$ cat config.mk
export PLATFORM = sky130hd
export DESIGN_NAME = rgb_to_hsv_converter_core_flat
export DESIGN_NICKNAME = d
export VERILOG_FILES = /design/src/hdl/rgbhsv_pkg.sv /design/src/hdl/rgbhsv_pix_if.sv /design/src/hdl/rgbhsv_hsv_if.sv /design/src/hdl/rgb_to_hsv_converter_core.sv /design/src/flat_wrapper.sv
export SDC_FILE = /design/constraint.sdc
export NUM_CORES = 2
export LEC_CHECK = 0
export ABC_AREA = 0
export BUFFER_PORTS_ARGS = -buffer_cell sky130_fd_sc_hd__buf_2
export CAP_MARGIN = 20
export CORE_MARGIN = 2
export CORE_UTILIZATION = 45
export CTS_CLUSTER_SIZE = 28
export DETAILED_ROUTE_END_ITERATION = 10
export GPL_TIMING_DRIVEN = 0
export PLACE_DENSITY = 0.64
export SLEW_MARGIN = 10
export SYNTH_ARGS = -nofsm -noshare
export SYNTH_HDL_FRONTEND = slang
export SYNTH_SLANG_ARGS = --single-unit
$ cat constraint.sdc
create_clock -name clk -period 7.9 [get_ports clk]
set_input_delay 0.395 -clock clk [delete_from_list [all_inputs] [get_ports clk]]
set_output_delay 0.395 -clock clk [all_outputs]
set_load 0.03 [all_outputs]
$ cat src/hdl/rgbhsv_pkg.sv
// Shared constants and pipeline word type for the RGB to HSV converter.
package rgbhsv_pkg;

	localparam int PIX_W    = 8;
	localparam int HUE_W    = 15;
	localparam int SAT_W    = 17;
	localparam int DEN_W    = PIX_W + 1;
	localparam int REM_W    = 25;
	localparam int DIV_BITS = 17;
	localparam int DIV_BPS  = 2;
	localparam int DIV_STAGES = (DIV_BITS + DIV_BPS - 1) / DIV_BPS;
	localparam int QIDX_W   = $clog2(DIV_BITS);

	localparam logic [DIV_BITS-1:0] HUE_TURN = DIV_BITS'(23040);

	// k factor of the hue sector, times the chroma, added to the channel difference
	localparam logic [2:0] K_RED      = 3'd0;
	localparam logic [2:0] K_RED_WRAP = 3'd6;
	localparam logic [2:0] K_GREEN    = 3'd2;
	localparam logic [2:0] K_BLUE     = 3'd4;

	typedef struct packed {
		logic [REM_W-1:0]    rem_h;
		logic [REM_W-1:0]    rem_s;
		logic [DEN_W-1:0]    den_h;
		logic [DEN_W-1:0]    den_s;
		logic [DIV_BITS-1:0] quo_h;
		logic [DIV_BITS-1:0] quo_s;
		logic [PIX_W-1:0]    mx;
		logic                grey;
	} div_word_t;

endpackage

$ cat src/hdl/rgbhsv_pix_if.sv
// Pixel input channel: valid/ready handshake with RGB payload.
interface rgbhsv_pix_if;
	logic                        valid;
	logic                        ready;
	logic [rgbhsv_pkg::PIX_W-1:0] red;
	logic [rgbhsv_pkg::PIX_W-1:0] green;
	logic [rgbhsv_pkg::PIX_W-1:0] blue;

	modport source (output valid, output red, output green, output blue, input ready);
	modport sink   (input valid, input red, input green, input blue, output ready);
endinterface

$ cat src/hdl/rgbhsv_hsv_if.sv
// HSV result channel: valid/ready handshake with hue, saturation and value payload.
interface rgbhsv_hsv_if;
	logic                        valid;
	logic                        ready;
	logic [rgbhsv_pkg::HUE_W-1:0] hue;
	logic [rgbhsv_pkg::SAT_W-1:0] saturation;
	logic [rgbhsv_pkg::PIX_W-1:0] value_level;

	modport source (output valid, output hue, output saturation, output value_level,
		input ready);
	modport sink   (input valid, input hue, input saturation, input value_level,
		output ready);
endinterface

$ cat src/hdl/rgb_to_hsv_converter_core.sv
// RGB to HSV converter core: pipelined max/min, sector select and two long dividers.
//
//  channel | dir | word
//  pixel   | in  | red, green, blue (8b each)
//  hsv     | out | hue (15b, 1/64 deg), saturation (17b, Q1.16), value_level (8b)
//
// One word per cycle while hsv does not stall; stages are s1 max/min, s2 numerators, 9 divider
// stages at 2 quotient bits each, and the output stage.
// Latency is set by the restoring dividers for hue and saturation.
// arst_n clears all valid bits; payload registers are not reset.
// A stall at hsv fills bubbles first, then holds the pipe; pixel.ready drops
// only when every stage holds a word.
module rgb_to_hsv_converter_core (
	input  logic                clk,
	input  logic                arst_n,
	rgbhsv_pix_if.sink          pixel,
	rgbhsv_hsv_if.source        hsv
);

	localparam int NS = rgbhsv_pkg::DIV_STAGES;

	// stage enables
	logic          en_s1;
	logic [NS:0]   en_div;
	logic          en_s12;

	// s1: max, chroma, sector
	logic                          v_s1;
	logic [rgbhsv_pkg::PIX_W-1:0]  mx_s1;
	logic [rgbhsv_pkg::PIX_W-1:0]  c_s1;
	logic signed [rgbhsv_pkg::PIX_W:0] d_s1;
	logic [2:0]                    k_s1;

	// div_s[j] is pipeline stage j+2
	logic [NS:0]             div_v;
	rgbhsv_pkg::div_word_t   div_s  [NS+1];
	rgbhsv_pkg::div_word_t   div_nx [NS];

	// s12: output stage
	logic                          v_s12;
	logic [rgbhsv_pkg::HUE_W-1:0]  hue_s12;
	logic [rgbhsv_pkg::SAT_W-1:0]  sat_s12;
	logic [rgbhsv_pkg::PIX_W-1:0]  val_s12;

	always_comb begin
		en_s12 = !v_s12 || hsv.ready;
		en_div[NS] = !div_v[NS] || en_s12;
		for (int j = NS - 1; j >= 0; j--) begin
			en_div[j] = !div_v[j] || en_div[j+1];
		end
		en_s1 = !v_s1 || en_div[0];
	end

	assign pixel.ready = en_s1;

	// s1 logic
	logic [rgbhsv_pkg::PIX_W-1:0]      mx_c, mn_c;
	logic signed [rgbhsv_pkg::PIX_W:0] d_c;
	logic [2:0]                        k_c;

	always_comb begin
		mx_c = pixel.red;
		mn_c = pixel.red;
		if (pixel.green > mx_c) mx_c = pixel.green;
		if (pixel.blue > mx_c) mx_c = pixel.blue;
		if (pixel.green < mn_c) mn_c = pixel.green;
		if (pixel.blue < mn_c) mn_c = pixel.blue;
		priority if (mx_c == pixel.red) begin
			d_c = $signed({1'b0, pixel.green}) - $signed({1'b0, pixel.blue});
			k_c = d_c[rgbhsv_pkg::PIX_W] ? rgbhsv_pkg::K_RED_WRAP : rgbhsv_pkg::K_RED;
		end else if (mx_c == pixel.green) begin
			d_c = $signed({1'b0, pixel.blue}) - $signed({1'b0, pixel.red});
			k_c = rgbhsv_pkg::K_GREEN;
		end else begin
			d_c = $signed({1'b0, pixel.red}) - $signed({1'b0, pixel.green});
			k_c = rgbhsv_pkg::K_BLUE;
		end
	end

	always_ff @(posedge clk or negedge arst_n) begin
		if (!arst_n) begin
			v_s1 <= 1'b0;
		end else if (en_s1) begin
			v_s1 <= pixel.valid;
		end
	end

	always_ff @(posedge clk) begin
		if (en_s1) begin
			mx_s1 <= mx_c;
			c_s1  <= mx_c - mn_c;
			d_s1  <= d_c;
			k_s1  <= k_c;
		end
	end

	// s2 logic: hue numerator 2*3840*(k*c+d) + c, saturation numerator 2*65536*c + max
	logic signed [11:0]            t_sgn;
	logic [10:0]                   t_c;
	rgbhsv_pkg::div_word_t         w2_c;

	always_comb begin
		t_sgn = $signed({1'b0, 11'(k_s1) * 11'(c_s1)}) + 12'(d_s1);
		t_c   = t_sgn[10:0];
		w2_c.rem_h = (rgbhsv_pkg::REM_W'(t_c) << 13) - (rgbhsv_pkg::REM_W'(t_c) << 9)
			+ rgbhsv_pkg::REM_W'(c_s1);
		w2_c.rem_s = (rgbhsv_pkg::REM_W'(c_s1) << 17) + rgbhsv_pkg::REM_W'(mx_s1);
		w2_c.den_h = {c_s1, 1'b0};
		w2_c.den_s = {mx_s1, 1'b0};
		w2_c.quo_h = '0;
		w2_c.quo_s = '0;
		w2_c.mx    = mx_s1;
		w2_c.grey  = (c_s1 == '0);
	end

	always_ff @(posedge clk or negedge arst_n) begin
		if (!arst_n) begin
			div_v[0] <= 1'b0;
		end else if (en_div[0]) begin
			div_v[0] <= v_s1;
		end
	end

	always_ff @(posedge clk) begin
		if (en_div[0]) begin
			div_s[0] <= w2_c;
		end
	end

	// restoring divider stages, DIV_BPS quotient bits each
	for (genvar j = 0; j < NS; j++) begin : g_div
		always_comb begin
			rgbhsv_pkg::div_word_t        w;
			logic [rgbhsv_pkg::REM_W:0]   dsh;
			int                           sh;
			w = div_s[j];
			for (int b = 0; b < rgbhsv_pkg::DIV_BPS; b++) begin
				sh = rgbhsv_pkg::DIV_BITS - 1 - (j * rgbhsv_pkg::DIV_BPS + b);
				if (sh >= 0) begin
					dsh = (rgbhsv_pkg::REM_W + 1)'(w.den_h) << sh[rgbhsv_pkg::QIDX_W-1:0];
					if ({1'b0, w.rem_h} >= dsh) begin
						w.rem_h = w.rem_h - dsh[rgbhsv_pkg::REM_W-1:0];
						w.quo_h[sh[rgbhsv_pkg::QIDX_W-1:0]] = 1'b1;
					end
					dsh = (rgbhsv_pkg::REM_W + 1)'(w.den_s) << sh[rgbhsv_pkg::QIDX_W-1:0];
					if ({1'b0, w.rem_s} >= dsh) begin
						w.rem_s = w.rem_s - dsh[rgbhsv_pkg::REM_W-1:0];
						w.quo_s[sh[rgbhsv_pkg::QIDX_W-1:0]] = 1'b1;
					end
				end
			end
			div_nx[j] = w;
		end

		always_ff @(posedge clk or negedge arst_n) begin
			if (!arst_n) begin
				div_v[j+1] <= 1'b0;
			end else if (en_div[j+1]) begin
				div_v[j+1] <= div_v[j];
			end
		end

		always_ff @(posedge clk) begin
			if (en_div[j+1]) begin
				div_s[j+1] <= div_nx[j];
			end
		end
	end

	// output stage: wrap a rounded full turn, zero the grey case
	logic [rgbhsv_pkg::DIV_BITS-1:0] hue_c;

	always_comb begin
		hue_c = div_s[NS].quo_h;
		if (hue_c >= rgbhsv_pkg::HUE_TURN) hue_c = hue_c - rgbhsv_pkg::HUE_TURN;
		if (div_s[NS].grey) hue_c = '0;
	end

	always_ff @(posedge clk or negedge arst_n) begin
		if (!arst_n) begin
			v_s12 <= 1'b0;
		end else if (en_s12) begin
			v_s12 <= div_v[NS];
		end
	end

	always_ff @(posedge clk) begin
		if (en_s12) begin
			hue_s12 <= hue_c[rgbhsv_pkg::HUE_W-1:0];
			sat_s12 <= div_s[NS].grey ? '0 : div_s[NS].quo_s[rgbhsv_pkg::SAT_W-1:0];
			val_s12 <= div_s[NS].mx;
		end
	end

	assign hsv.valid       = v_s12;
	assign hsv.hue         = hue_s12;
	assign hsv.saturation  = sat_s12;
	assign hsv.value_level = val_s12;

	a_hue_range: assert property (@(posedge clk) disable iff (!arst_n)
		hsv.valid |-> (rgbhsv_pkg::DIV_BITS'(hsv.hue) < rgbhsv_pkg::HUE_TURN))
		else $error("hue out of range");

	a_sat_range: assert property (@(posedge clk) disable iff (!arst_n)
		hsv.valid |-> (hsv.saturation <= rgbhsv_pkg::SAT_W'(65536)))
		else $error("saturation above one");

	a_black_sat: assert property (@(posedge clk) disable iff (!arst_n)
		(hsv.valid && hsv.value_level == '0) |-> (hsv.saturation == '0 && hsv.hue == '0))
		else $error("black pixel with nonzero hue or saturation");

	a_enter: assert property (@(posedge clk) disable iff (!arst_n)
		(pixel.valid && pixel.ready) |=> v_s1)
		else $error("accepted word not captured in first stage");

endmodule

$ cat src/flat_wrapper.sv
// flat-port wrapper written by rule: the top's interface ports become plain ports
module rgb_to_hsv_converter_core_flat 
  (clk, arst_n, pixel_valid, pixel_red, pixel_green, pixel_blue, pixel_ready, hsv_valid, hsv_hue, hsv_saturation, hsv_value_level, hsv_ready);
  rgbhsv_pix_if pixel_i ();
  rgbhsv_hsv_if hsv_i ();
  input  logic clk;
  input  logic arst_n;
  input wire logic [$bits(pixel_i.valid)-1:0] pixel_valid;
  input wire logic [$bits(pixel_i.red)-1:0] pixel_red;
  input wire logic [$bits(pixel_i.green)-1:0] pixel_green;
  input wire logic [$bits(pixel_i.blue)-1:0] pixel_blue;
  output wire logic [$bits(pixel_i.ready)-1:0] pixel_ready;
  output wire logic [$bits(hsv_i.valid)-1:0] hsv_valid;
  output wire logic [$bits(hsv_i.hue)-1:0] hsv_hue;
  output wire logic [$bits(hsv_i.saturation)-1:0] hsv_saturation;
  output wire logic [$bits(hsv_i.value_level)-1:0] hsv_value_level;
  input wire logic [$bits(hsv_i.ready)-1:0] hsv_ready;
  assign pixel_i.valid = pixel_valid;
  assign pixel_i.red = pixel_red;
  assign pixel_i.green = pixel_green;
  assign pixel_i.blue = pixel_blue;
  assign pixel_ready = pixel_i.ready;
  assign hsv_valid = hsv_i.valid;
  assign hsv_hue = hsv_i.hue;
  assign hsv_saturation = hsv_i.saturation;
  assign hsv_value_level = hsv_i.value_level;
  assign hsv_i.ready = hsv_ready;
  rgb_to_hsv_converter_core u_core (.clk(clk), .arst_n(arst_n), .pixel(pixel_i), .hsv(hsv_i));
endmodule
# [Word level (Yosys, flattened, before mapping)]
# Memories as Yosys holds them, arrays and structs flattened.
# Cells that the tools add are included.
[word_totals] regBits=80 ramBits=1110 inputBits=28 out_inout_bits=42 word_cells=228 memories=1
[mem_list] name="u_core.div_s" depth=10 word_bits=111 rd=10 rd_clocked_by_memory_dff=0 write_ports=10 line_no="rgb_to_hsv_converter_core.sv:36" text="rgbhsv_pkg::div_word_t div_s [NS+1];"
[op_classes] n_addsub=43 n_mul=1 magnitude_cmp=39 n_eq_ne=2 n_mux=98 reduce_logical=25
[op_table] op="25-bit 2-to-1 mux" count=34
[op_table] op="1-bit 2-to-1 mux" count=54
[op_table] op="25-bit by 8-bit adder with 25-bit output" count=2
[op_table] op="25-bit by 10-bit >= comparator with 1-bit output" count=2
[op_table] op="25-bit by 11-bit >= comparator with 1-bit output" count=2
[op_table] op="25-bit by 12-bit >= comparator with 1-bit output" count=2
[op_table] op="25-bit by 13-bit >= comparator with 1-bit output" count=2
[op_table] op="25-bit by 14-bit >= comparator with 1-bit output" count=2
[op_table] op="25-bit by 15-bit >= comparator with 1-bit output" count=2
[op_table] op="25-bit by 16-bit >= comparator with 1-bit output" count=2
[op_table] op="25-bit by 17-bit >= comparator with 1-bit output" count=2
[op_table] op="25-bit by 18-bit >= comparator with 1-bit output" count=2
[op_table] op="25-bit by 19-bit >= comparator with 1-bit output" count=2
[op_table] op="25-bit by 20-bit >= comparator with 1-bit output" count=2
[op_table] op="25-bit by 21-bit >= comparator with 1-bit output" count=2
[op_table] op="25-bit by 22-bit >= comparator with 1-bit output" count=2
[op_table] op="25-bit by 23-bit >= comparator with 1-bit output" count=2
[op_table] op="25-bit by 24-bit >= comparator with 1-bit output" count=2
[op_table] op="25-bit >= comparator" count=2
[op_table] op="25-bit by 9-bit >= comparator with 1-bit output" count=2
[op_table] op="25-bit by 10-bit subtractor with 25-bit output" count=2
[op_table] op="25-bit by 11-bit subtractor with 25-bit output" count=2
[op_table] op="25-bit by 12-bit subtractor with 25-bit output" count=2
[op_table] op="25-bit by 13-bit subtractor with 25-bit output" count=2
[op_table] op="other kinds (30)" count=76

# [Longest topological paths before layout]
[logic_depth] word_depth=14 mapped_depth=29 depth_no_buf=26

# [Worst setup path before layout]
# Ideal clock, no wire load.
[synth_path] path_kind="reg2reg" from="register u_core.v_s12, in the netlist u_core.hsv.valid" to="register u_core.c_s1[0] (netlist bit), enable pin" setup_time_ns=0.608 arrival_time_ns=6.986 t_required_ns=7.292 path_slack_ns=0.306 path_stages_with_launch=9 n_path_buf=0 path_cell_list="dfrtp_1 > nor2b_1 > nand2_1 > nor2_1 > nand3_1 > nor2_1 > nand3_1 > inv_1 > nand3_1"
[synth_via] elab_chain_len=13
[synth_rtl] item="start: declaration" line_no="rgb_to_hsv_converter_core.sv:40" text="logic v_s12;"
[synth_rtl] item="start signal: assignment" line_no="rgb_to_hsv_converter_core.sv:183" text="v_s12 <= div_v[NS];"
[synth_rtl] item="1-bit zero test" line_no="rgb_to_hsv_converter_core.sv:46" text="en_s12 = !v_s12 || hsv.ready;"
[synth_rtl] item="1-bit logical OR" line_no="rgb_to_hsv_converter_core.sv:46"
[synth_rtl] item="1-bit logical OR" line_no="rgb_to_hsv_converter_core.sv:47" text="en_div[NS] = !div_v[NS] || en_s12;"
[synth_rtl] item="named net u_core.en_div[9]" line_no="rgb_to_hsv_converter_core.sv:24" text="logic [NS:0] en_div;"
[synth_rtl] item="1-bit logical OR (5 in series)" line_no="rgb_to_hsv_converter_core.sv:49" text="en_div[j] = !div_v[j] || en_div[j+1];"
[synth_rtl] item="named net u_core.en_div[4]" line_no="rgb_to_hsv_converter_core.sv:24"
[synth_rtl] item="1-bit logical OR (3 in series)" line_no="rgb_to_hsv_converter_core.sv:49"
[synth_rtl] item="named net u_core.en_div[1]" line_no="rgb_to_hsv_converter_core.sv:24"
[synth_rtl] item="1-bit logical OR" line_no="rgb_to_hsv_converter_core.sv:49"
[synth_rtl] item="1-bit logical OR" line_no="rgb_to_hsv_converter_core.sv:51" text="en_s1 = !v_s1 || en_div[0];"
[synth_rtl] item="named net pixel_ready" line_no="flat_wrapper.sv:12" text="output wire logic [$bits(pixel_i.ready)-1:0] pixel_ready;"
[synth_rtl] item="end signal: assignment" line_no="rgb_to_hsv_converter_core.sv:91" text="c_s1 <= mx_c - mn_c;"
[synth_rtl] item="end: declaration" line_no="rgb_to_hsv_converter_core.sv:30" text="logic [rgbhsv_pkg::PIX_W-1:0] c_s1;"
# The timed path passes the listed nets, and every way through them passes these cells.
# A chain may end at the register's enable or synchronous reset.

==> summary.md <==
| Metric | Value |
|---|---|
| Status | complete, no violations |
| TritonCTS Sinks | 746 |
| CP bufs+invs | 4 |
| Vias in the first global route | 32400 |
| Worst path required time | 8.32 ns |
| Final ANT Viol Nets | 0 |
| Max H-tree Level | 3 |
| Initial Util | 0.452 |
| Area delta synth->final | 11.2% |
| Routability cong. | 0.915 |
| Min cycle time layout | 6.91 ns |
| Library cells used by synthesis | 104 |
| Crit path kind | register to register |
| Die area | 0.106 mm2 |
| Max Cap Viol | 0 |
| Antenna cells | 0 |
| Setup_tns | 0 ns |
| Final #Nets | 4940 |
| CTS clk-pin slew, worst paths | 0.06 ns |
| Placed insts | 5832 |
| CTS tree | done |
| Synth area leader | edfxtp_1 |
| R2R Path End | u_core.div_s[6][82] |
| DRC Markers | 0 |
| Mapped Cells | 4371 |
| Worst path arrival time | 7.33 ns |
| CORE AREA | 0.103 mm2 |
| FF+latch area | 0.0223 mm2 |
| Slowest cell on crit path | nor4_2 |
| Max FO, Critical Path | 10 |
| Die Ht | 326 um |
| Longest Clk Path Bufs | 3 |
| Post-synthesis register bit count | 746 |
| CTS resizes | 0 |
| Post-synthesis sequential area ratio | 0.478 |
| Reg2reg path depth | 25 |
| Slowest stage delay, CP | 0.59 ns |
| Cell mode on critical path | o21ai_0 |
| Max Fclk | 145 MHz |
| Area occupied by multi-input gates | 0.0227 mm2 |
| Largest delay share family, worst path | compound AO/OA/AOI/OAI gates |
| Mapped Nets | 4771 |
| Initial antenna violation count | 1 |
| Clk_lat worst skew | 0.66 ns |
| RSZ-0062 raised after global routing | no |
| Main synth FF type | edfxtp_1 |
| Critical register-to-register path startpoint | u_core.div_s[5][68] |
| Routed wire length | 96800 um |
| Final hold slack | 0.164 ns |
| Via count | 32200 |
| Hold Violations, Final | 0 |
| Gr usage total | 0.184 |
| Port Buffers | 69 |
| Cts bufs inserted | 84 |
| Final setup skew | 0.0270 ns |
| Final Setup Violations | 0 |
| Avg Cell Area, Syn | 10.7 um2 |
| Hold Crit Class | input pin to async pin |
| Post-route clock period utilization | 0.874 |
| Critical path startpoint category | register |
| Top cells by area, synth | edfxtp_1 (47%), ha_1 (8.9%), xnor2_1 (4.5%) |
| Fraction of layout cells with a size suffix above 1 | 0.0816 |
| Tightest Pin Transition | 1.15 ns |
| FILL cells | 9131 |
| Drt pass-1 iters | 6 |
| Final Max Tran Viols | 0 |
| Largest net degree at the start of global routing | 70 |
| DP HPWL | 76000 um |
| Register-to-register setup slack | 0.99 ns |
| Ports | 70 |
| Layout Cells excl Fill | 5989 |
| EDFF count, synth | 734 |
| Drt wl/cell | 16.2 um |
| Die span in x | 326 um |
| Mapped cell area | 0.0467 mm2 |
| Post-CTS setup buffer count | 0 |
| Gr ovfl total | 0 |
| DR vias/cell | 5.37 |
| DR iter-0 viols | 1675 |
| FP Rows | 118 |
| Critical path endpoint category | register |
| Async SR Flop Fraction | 0.0161 |
| Most frequent cells in the layout | edfxtp_1 (734), inv_1 (380), nor2_1 (341), ha_1 (333), nand2_1 (287) |
| Most common cell after layout, fill and taps aside | edfxtp_1 |
| Root Buffer | clkbuf_16 |
| Global-route wire length before repair | 162000 um |
| Area fraction of the dominant cell type after synthesis | 0.472 |
| Ys Warns | 0 |
| Slew margin rel. | 0.236 |
-- Yosys cell counts, drive strengths merged (15+ instances only) --
master and n:
a211oi 43, a21boi 48, a21o 91, a21oi 264
and2 50, and3 22, buf 15, clkbuf 58
edfxtp 734, fa 39, ha 333, inv 386
mux2 74, mux2i 51, nand2 292, nand2b 64
nand3 76, nand4 75, nand4b 16, nor2 342
nor2b 101, nor3 86, nor4 77, o211ai 16
o21a 53, o21ai 229, o21bai 24, o31ai 36
or2 23, or3 50, or4 25, xnor2 239
xor2 124
-- kinds of logic after synthesis --
family          Yosys count  share of synthesized area
fa+ha+maj               375                      0.107
xor+xnor                363                     0.0681
compound gates          931                      0.128
buf+inv                 461                     0.0377
mux                     125                     0.0289
simple gates           1369                      0.152
other cells               1                  0.0000803
flops                   746                      0.478
-- stage by stage --
stage	utilization	instance area [um2]	worst slack, ns
finish	0.503	51900	0.995
global route	0.503	51900	0.530
CTS	0.503	51900	1.14
detailed placement	0.475	49100	1.18
global placement	0.473	48800	-2.72
floorplan	-	46700	0.306
-- state kept, by name, indices dropped and copies added, names as in the netlist --
signal                  cells
u_core.v_s1                 1
u_core.k_s1                 2
u_core.hsv.hue             15
u_core.c_s1                 8
u_core.hsv.valid            1
u_core.div_v               10
u_core.div_s              667
u_core.d_s1                 9
u_core.hsv.saturation      17
u_core.mx_s1                8
u_core.hsv.value_level      8
-- timing repair --
| item | 4_1_cts | 5_1_grt |
|---|---|---|
| endpoints found under the setup margin | 0 | 0 |
| hold endpoints to repair | 13 | 0 |
| hold buffers | 2 | 0 |
-- layer usage --
layer  track usage  share of wire  vias to the layer above
met5             0              0                        -
met4        0.0636          0.027                        0
met3        0.0233          0.029                      171
met2         0.337           0.51                      490
met1         0.220           0.43                    15100
li1              -              -                    16400
-- layout make-up --
class,count,area share
Buffer,73,0.00583
Clock buffer,104,0.0425
Clock inverter,51,0.0122
Inverter,388,0.0281
Multi-Input combinational cell,3164,0.437
Sequential cell,746,0.430
Tap cell,1380,0.0332
Timing Repair Buffer,83,0.0112
-- worst max path at each step --
| stage | from | to | cells after the start |
|---|---|---|---|
| 3_5_place_dp | u_core.div_s[5][68] | u_core.div_s[6][82] | 25 |
| 3_3_place_gp | hsv_ready | pixel_ready | 10 |
| 2_1_floorplan | u_core.hsv.valid | u_core.c_s1[0] | 8 |
| 6_report | u_core.div_s[5][68] | u_core.div_s[6][82] | 25 |
| 5_1_grt | u_core.div_s[5][68] | u_core.div_s[6][82] | 25 |
| 4_1_cts | u_core.div_s[6][91] | u_core.div_s[7][96] | 25 |
Power is left out: the tool's default activity adds up to more than one toggle a clock period on the data nets, which glitch-free logic cannot reach.
